==> src/sv/shfr_pkg.sv <==
// Package: shared widths and the per-byte result record of the frame receiver.
`default_nettype none
package shfr_pkg;

  localparam int LINK_W = 2;   // link selector width
  localparam int BYTE_W = 8;   // received byte width
  localparam int POS_W  = 8;   // frame position width

  typedef struct packed {
    logic [POS_W-1:0] position;
    logic             stored;
    logic             frame_end;
    logic             checksum_ok;
  } shfr_result_t;

endpackage
`default_nettype wire

==> src/sv/shfr_link_ctx.sv <==
// Per-link frame position and running sum, and the per-byte decision logic.
`default_nettype none
module shfr_link_ctx #(
  parameter int HEADER_LEN = 4,
  parameter int FRAME_LEN  = 195,
  parameter int NUM_LINKS  = 4
) (
  input  wire logic                       clk,
  input  wire logic                       rst,
  input  wire logic                       upd,
  input  wire logic [shfr_pkg::LINK_W-1:0] link,
  input  wire logic [shfr_pkg::BYTE_W-1:0] rx_byte,
  input  wire logic [shfr_pkg::BYTE_W-1:0] hdr_byte,
  output shfr_pkg::shfr_result_t          result
);
  import shfr_pkg::*;

  localparam int LAST_POS_I = FRAME_LEN - 1;
  localparam int HDR_END_I  = (HEADER_LEN < LAST_POS_I) ? HEADER_LEN : LAST_POS_I;
  localparam logic [POS_W-1:0] LAST_POS = POS_W'(LAST_POS_I);
  localparam logic [POS_W-1:0] HDR_END  = POS_W'(HDR_END_I);

  logic [POS_W-1:0]  frame_pos   [NUM_LINKS];
  logic [BYTE_W-1:0] running_sum [NUM_LINKS];

  logic              link_ok;
  logic [POS_W-1:0]  pos_sel;
  logic [BYTE_W-1:0] sum_sel;
  logic [POS_W-1:0]  pos_next;
  logic [BYTE_W-1:0] sum_next;

  assign link_ok = ({1'b0, link} < (LINK_W+1)'(NUM_LINKS));

  always_comb begin
    pos_sel = '0;
    sum_sel = '0;
    for (int l = 0; l < NUM_LINKS; l++) begin
      if (link == LINK_W'(l)) begin
        pos_sel = frame_pos[l];
        sum_sel = running_sum[l];
      end
    end
  end

  always_comb begin
    result   = '0;
    pos_next = pos_sel;
    sum_next = sum_sel;
    if (link_ok) begin
      priority if (pos_sel < HDR_END) begin
        if (rx_byte == hdr_byte) begin
          result.position = pos_sel;
          result.stored   = 1'b1;
          pos_next        = pos_sel + POS_W'(1);
        end else begin
          pos_next = '0;   // bad header byte: restart hunt
        end
      end else if (pos_sel < LAST_POS) begin
        result.position = pos_sel;
        result.stored   = 1'b1;
        pos_next        = pos_sel + POS_W'(1);
        sum_next        = sum_sel + rx_byte;
      end else if (pos_sel == LAST_POS) begin
        result.position    = pos_sel;
        result.stored      = 1'b1;
        result.frame_end   = 1'b1;
        result.checksum_ok = (rx_byte == sum_sel);
        pos_next           = '0;
        sum_next           = '0;
      end else begin
        pos_next = '0;
        sum_next = '0;
      end
    end
  end

  always_ff @(posedge clk) begin
    for (int l = 0; l < NUM_LINKS; l++) begin
      if (rst) begin
        frame_pos[l]   <= '0;
        running_sum[l] <= '0;
      end else if (upd && link_ok && (link == LINK_W'(l))) begin
        frame_pos[l]   <= pos_next;
        running_sum[l] <= sum_next;
      end
    end
  end

endmodule
`default_nettype wire

==> src/sv/sync_header_frame_receiver_core.sv <==
// Top level: multi-link fixed-length frame receiver with header hunt and sum8 check.
// Pipeline: an accepted byte is held in the input register, then its result in the result register;
//   a stalled result stream holds both registers.
// Throughput: one byte per cycle without result stalls; the per-link context update and the
//   result register are written at the same edge, so consecutive bytes on one link chain.
// Reset (rst, sync): all links hunt for a header at position 0 with zero sum,
//   the header match value hdr_reg returns to 0xAA, both pipeline registers are emptied.
`default_nettype none
module sync_header_frame_receiver_core #(
  parameter int HEADER_LEN = 4,
  parameter int FRAME_LEN  = 195,
  parameter int NUM_LINKS  = 4
) (
  input  wire logic                        clk,
  input  wire logic                        rst,
  // configuration
  input  wire logic                        header_byte_we,
  input  wire logic [shfr_pkg::BYTE_W-1:0] header_byte,
  // input stream
  input  wire logic                        s_axis_tvalid,
  output      logic                        s_axis_tready,
  input  wire logic [7:0]                  s_axis_tdata,   // [7:0] rx_byte
  input  wire logic [shfr_pkg::LINK_W-1:0] s_axis_tuser,   // [1:0] link
  // result stream
  output      logic                        m_axis_tvalid,
  input  wire logic                        m_axis_tready,
  output      logic [15:0]                 m_axis_tdata,   // [1:0] out_link, [9:2] position, zero
  output      logic                        m_axis_tlast,   // frame_end
  output      logic [1:0]                  m_axis_tuser    // [0] stored, [1] checksum_ok
);
  import shfr_pkg::*;

  // header match value
  logic [BYTE_W-1:0] hdr_reg;

  // input register stage
  logic              in_valid;
  logic [LINK_W-1:0] in_link;
  logic [BYTE_W-1:0] in_byte;

  // result register stage
  logic              out_valid;
  logic [LINK_W-1:0] out_link;
  shfr_result_t      out_res;

  shfr_result_t      res_next;
  logic              advance;

  // Input stage moves on when the result register is empty or draining.
  assign advance       = in_valid && (!out_valid || m_axis_tready);
  assign s_axis_tready = !in_valid || advance;

  always_ff @(posedge clk) begin
    if (rst) begin
      hdr_reg <= 8'hAA;
    end else if (header_byte_we) begin
      hdr_reg <= header_byte;
    end
  end

  always_ff @(posedge clk) begin
    if (rst) begin
      in_valid <= 1'b0;
    end else if (s_axis_tready) begin
      in_valid <= s_axis_tvalid;
    end
  end

  always_ff @(posedge clk) begin
    if (s_axis_tvalid && s_axis_tready) begin
      in_link <= s_axis_tuser;
      in_byte <= s_axis_tdata;
    end
  end

  // Per-link context: read in the cycle the byte sits in the input register,
  // written back at the edge the byte moves to the result register.
  shfr_link_ctx #(
    .HEADER_LEN (HEADER_LEN),
    .FRAME_LEN  (FRAME_LEN),
    .NUM_LINKS  (NUM_LINKS)
  ) u_ctx (
    .clk      (clk),
    .rst      (rst),
    .upd      (advance),
    .link     (in_link),
    .rx_byte  (in_byte),
    .hdr_byte (hdr_reg),
    .result   (res_next)
  );

  always_ff @(posedge clk) begin
    if (rst) begin
      out_valid <= 1'b0;
    end else if (advance) begin
      out_valid <= 1'b1;
    end else if (m_axis_tready) begin
      out_valid <= 1'b0;
    end
  end

  always_ff @(posedge clk) begin
    if (advance) begin
      out_link <= in_link;
      out_res  <= res_next;
    end
  end

  assign m_axis_tvalid = out_valid;
  assign m_axis_tdata  = {6'd0, out_res.position, out_link};
  assign m_axis_tlast  = out_res.frame_end;
  assign m_axis_tuser  = {out_res.checksum_ok, out_res.stored};

  // Checks on the decision logic
  a_end_is_stored: assert property (@(posedge clk) disable iff (rst)
    (m_axis_tvalid && m_axis_tlast) |-> m_axis_tuser[0])
    else $error("frame end without stored byte");

  a_ok_needs_end: assert property (@(posedge clk) disable iff (rst)
    (m_axis_tvalid && m_axis_tuser[1]) |-> m_axis_tlast)
    else $error("checksum ok outside frame end");

  a_unstored_pos_zero: assert property (@(posedge clk) disable iff (rst)
    (m_axis_tvalid && !m_axis_tuser[0]) |-> (m_axis_tdata[9:2] == '0))
    else $error("position nonzero for unstored byte");

  a_reset_empties: assert property (@(posedge clk)
    rst |=> (!m_axis_tvalid && s_axis_tready))
    else $error("pipeline not empty after reset");

endmodule
`default_nettype wire
==> config.mk <==
export PLATFORM = sky130hd
export DESIGN_NAME = sync_header_frame_receiver_core
export DESIGN_NICKNAME = d
export VERILOG_FILES = /design/src/sv/shfr_pkg.sv /design/src/sv/shfr_link_ctx.sv /design/src/sv/sync_header_frame_receiver_core.sv
export SDC_FILE = /design/constraint.sdc
export NUM_CORES = 1
export LEC_CHECK = 0
export BUFFER_PORTS_ARGS = -buffer_cell sky130_fd_sc_hd__buf_4
export CORE_MARGIN = 5
export CORE_UTILIZATION = 60
export DETAILED_ROUTE_END_ITERATION = 10
export PLACE_DENSITY = 0.81
export SYNTH_ARGS = -nofsm -noshare
export SYNTH_HDL_FRONTEND = slang
export SYNTH_SLANG_ARGS = --single-unit
==> constraint.sdc <==
create_clock -name clk -period 5.9 [get_ports clk]
set_clock_uncertainty 0.05 [all_clocks]
set_input_delay 0.885 -clock clk [delete_from_list [all_inputs] [get_ports clk]]
set_output_delay 0.885 -clock clk [all_outputs]
set_load 0.005 [all_outputs]
; After elaboration in Yosys (flattened, before gate mapping)
; Memories as Yosys holds them, arrays and structs flattened.
; Cells that the tools add are included.
[classes]
n_addsub = 2
mul = 0
div = 0
magnitude_cmp = 2
n_eq_ne = 6
n_shift = 0
n_mux = 41
bitwise = 9
n_reduce_logical = 14
[op_table]
columns = op, n
row1 = $mux 8, 21
row2 = $mux 9, 3
row3 = $eq 8x8->1, 2
row4 = $mux 1, 16
row5 = $mux 11, 1
row6 = $add 8x1->8 const B, 1
row7 = $add 8x8->8, 1
row8 = $eq 8x8->1 const B, 1
row9 = $lt 8x3->1 const B, 1
row10 = $lt 8x8->1 const B, 1
row11 = $or 1x1->1, 8
row12 = $logic_and 1x1->1, 6
row13 = $eq 2x2->1 const B, 2
row14 = $reduce_or 3->1, 1
row15 = $eq 2x1->1 const B, 1
row16 = $logic_not 1->1, 2
row17 = $logic_not 2->1, 1
row18 = $logic_or 1x1->1, 2
row19 = $reduce_bool 2->1, 1
row20 = $reduce_or 2->1, 1
row21 = $not 1->1, 1
[totals]
reg_bits = 33
latchBits = 0
ram_bits = 64
rom_bits = 0
out_inout_bits = 21
wordCells = 86
memories = 2
[mem_list]
columns = name, depth, width, read_ports, rd_clocked_by_memory_dff, wr, line
row1 = u_ctx.frame_pos, 4, 8, 4, 0, 4, shfr_link_ctx.sv:23  ; logic [POS_W-1:0] frame_pos [NUM_LINKS];
row2 = u_ctx.running_sum, 4, 8, 4, 0, 4, shfr_link_ctx.sv:24  ; logic [BYTE_W-1:0] running_sum [NUM_LINKS];

; Depth between registers and ports, before layout
[logic_depth]
word_depth = 9
mapped_depth = 12
mapped_depth_nobuf = 10

; Modules after synthesis
; From an unflattened synthesis, not the netlist that was laid out.
[unflattened]
hier_cells = 352
area_unflattened_um2 = 4675.7
[by_module_without_submodules]
columns = mod, n_inst, cells_each, area_each_um2, seq_area_each_um2
row1 = shfr_link_ctx, 1, 286, 3553.4, 1921.8
row2 = sync_header_frame_receiver_core, 1, 66, 1122.3, 890.9

; Worst setup path before layout
; No wires, ideal clock.
[synth_timing]
path_kind = flip-flop to flip-flop
from = register in_link[1]
to = memory u_ctx.running_sum[2][6], data pin
arrival_time_ns = 3.186
t_required_ns = 5.707
slack_ns = 2.521
path_stages_with_launch = 12
n_path_buf = 3
period_less_slack_ns = 3.379
path_cell_list = edfxtp_1 > clkbuf_1 > buf_1 > clkbuf_1 > mux4_2 > ha_1 > nor2b_1 > o31a_1 > or4b_2 > nand3_1 > a22oi_2 > nor2_1
[synth_lines]
columns = item, line
row1 = start: declaration, sync_header_frame_receiver_core.sv:38  ; logic [LINK_W-1:0] in_link;
row2 = start signal: assignment, sync_header_frame_receiver_core.sv:71  ; in_link <= s_axis_tuser;
row3 = end: declaration, shfr_link_ctx.sv:24

==> summary.md <==
| Metric | Value |
|---|---|
| Outcome | finished clean |
| Sink Count | 97 |
| Mapped Avg Cell Area | 13.3 sq um |
| Die Y | 97.7 microns |
| Congestion Overflow GR | 0 |
| Max incr delay on CP | 0.72 ns |
| CP dominant cell by count | nor2_1 |
| Async SR Flop Fraction | 0% |
| Setup TNS | 0 ns |
| Achievable Freq | 290 MHz |
| Area Growth Syn to Fin | 11.6% |
| Longest Clk Path Bufs | 2 |
| CP top delay family | simple AND/OR/NAND/NOR gates |
| Vias | 2898 |
| Insertion delay to the later sink of the worst-skew pair | 0.37 ns |
| Most common cell after layout, fill and taps aside | edfxtp_1 |
| Core footprint | 0.00761 sq mm |
| YS warnings | 0 |
| WL final | 9.29 mm |
| Initial DRT Pass Iterations | 5 |
| Post-layout min period | 3.45 ns |
| Relative slew slack | 48.5% |
| DR iter-0 viols | 294 |
| Root cell of the clock tree | clkbuf_8 |
| Starting Density | 60.6% |
| # Post-CTS Setup Buffers | 0 |
| DRC viols | 0 |
| GP Congestion | 0.794 |
| Post-DP HPWL | 6.55 mm |
| Clock slew at reported path FFs | 0.10 ns |
| Tcrit/Tclk final | 58.5% |
| Fill count | 547 |
| WHS Path Cells | 2 |
| Vias per Instance | 5.89 |
| Final #Nets | 418 |
| Crit Path Category | register to register |
| Top-level I/O count | 44 |
| Largest net degree at the start of global routing | 29 |
| Netlist Area Pre-Place | 0.00461 sq mm |
| Initial antenna violation count | 0 |
| Slowest CP cell | mux4_1 |
| Met3 GRT Util | 5.53% |
| CP Launch Type | register |
| Post-CTS sizing | 0 |
| FF-to-FF path depth | 7 |
| Overall Global Routing Usage | 19.9% |
| Multi-input logic area | 0.00169 sq mm |
| IO Port Bufs | 37 |
| Levels on crit path | 7 |
| Die Wd | 97.7 microns |
| Post-synth top flop | edfxtp_1 |
| Flip-flop and latch area | 0.00281 sq mm |
| Yosys reg bits | 97 |
| Setup-failing EPs final | 0 |
| Yosys cell types | 52 |
| GRT met1 Usage | 26.8% |
| Total die area | 0.00954 sq mm |
| Regs by FF count | u_ctx.frame_pos x32, u_ctx.running_sum x32 |
| Crit end category | register |
| CP max FO | 22 |
| Number of max-cap violations | 0 |
| Unrepaired setup endpoints after global routing | false |
| Met2 Use GR | 31.9% |
| Arrival @ worst endpoint | 3.63 ns |
| # rows | 32 |
| Antenna Nets Post-Route | 0 |
| P_leak | 1.94 nW |
| H-tree depth | 3 |
| Power Dens Cells | 277 mW/mm^2 |
| Critical Path RT | 6.07 ns |
| Share of cells above drive strength 1 | 20.5% |
| Critical path buffers and inverters | 1 |
| EDFF count, synth | 87 |
| Final Hold Viols | 0 |
| TritonCTS clock tree | yes |
| CTS Buf Count | 9 |
| Seq/Total Area, Yosys | 61.0% |
| Vias in the first global route | 2822 |
| Critical-path cell list | buf_4 > mux4_1 > nor4_1 > a21boi_1 > nor2_1 > nand2_1 > nor2_1 |
| Slew @ Worst Pin | 0.771 ns |
| Wire per inst | 18.9 microns |
| ANT cells | 0 |
| Post-Syn Instances | 346 |
| Hold buffer count at CTS | 0 |
| First-pass GRT wire length | 14.7 mm |
| Commonest cells after routing, fill and taps aside | edfxtp_1, nor2_1, buf_4 |
| Gr busiest metal | met2 |
| Peak supply drop | 0.172 mV |
| Hold slack | 0.477 ns |
| HP Class | register to register |
| Final Max Tran Viols | 0 |
==> through the flow <==
| step | worst slack (ns) | std cells | power (W) | util [%] | instance area, sq um |
|---|---|---|---|---|---|
| floorplan | 2.52 | 351 | 0.000960 | - | 4630 |
| global placement | 2.58 | 476 | 0.00101 | 65.2 | 4960 |
| detailed placement | 2.50 | 476 | 0.00102 | 65.2 | 4960 |
| CTS | 2.46 | 492 | 0.00143 | 67.7 | 5150 |
| global route | 2.25 | 492 | 0.00148 | 67.7 | 5150 |
| finish | 2.45 | 492 | 0.00143 | 67.7 | 5150 |
==> final timing paths <==
check | start | to | slack (ns)
worst max-delay path | in_link[0] | u_ctx.frame_pos[1][7] | 2.45
worst min-delay path | hdr_reg[4] | hdr_reg[4] | 0.48
worst max register to register | in_link[0] | u_ctx.frame_pos[1][7] | 2.45
worst min register to register | hdr_reg[4] | hdr_reg[4] | 0.48
==> cells by family after synthesis <==
kind of cell	share of synthesized area (%)
AND/OR/NAND/NOR	14.4
flip-flops	61.0
AO/OA/AOI/OAI	6.73
buffers and inverters	2.79
multiplexers	9.06
XOR/XNOR	3.04
adder cells (fa/ha/maj)	2.88
other	0.0813
==> where the power goes <==
| group | internal [W] | switching, W | total [W] |
|---|---|---|---|
| registers | 0.000786 | 0.0000126 | 0.000798 |
| logic | 0.0000858 | 0.000126 | 0.000212 |
| clock network | 0.000163 | 0.000254 | 0.000417 |
==> area by class of cell <==
| cell class | instances | share of cell area [%] |
|---|---|---|
| Tap cell | 102 | 2.48 |
| Clock buffer | 9 | 2.41 |
| Sequential cell | 97 | 54.6 |
| Clock inverter | 7 | 1.19 |
| Inverter | 5 | 0.365 |
| Multi-Input combinational cell | 230 | 32.8 |
| Timing Repair Buffer | 42 | 6.12 |
==> worst register-to-register path: stages (launching register included) <==
cell,delay (ns)
edfxtp_1,0.35
buf_4,0.35
mux4_1,0.73
nor4_1,0.51
a21boi_1,0.36
nor2_1,0.45
nand2_1,0.35
nor2_1,0.18
==> Yosys cell counts (5+ instances only) <==
| library cell | number | area share [%] |
|---|---|---|
| edfxtp_1 | 87 | 57 |
| nor2_1 | 63 | 5.1 |
| nor4_1 | 5 | 0.68 |
| nand2_1 | 16 | 1.3 |
| nor3_1 | 6 | 0.65 |
| xor2_1 | 12 | 2.3 |
| dfxtp_1 | 10 | 4.3 |
| a21oi_1 | 9 | 0.98 |
| mux4_2 | 14 | 6.8 |
| buf_4 | 6 | 0.98 |
| mux2i_1 | 5 | 1.1 |
| inv_1 | 5 | 0.41 |
| and2_1 | 15 | 2.0 |
| nor2b_1 | 12 | 1.6 |
| o21ai_0 | 7 | 0.76 |
| ha_1 | 9 | 2.4 |
| clkbuf_1 | 6 | 0.49 |
==> layer usage <==
metal,share of wire (%),vias up
met2,48,163
met3,11,12
met1,40,1376
met4,1.4,0
met5,0,-
li1,-,1347
No activity file was read; power rests on OpenSTA's default activity.
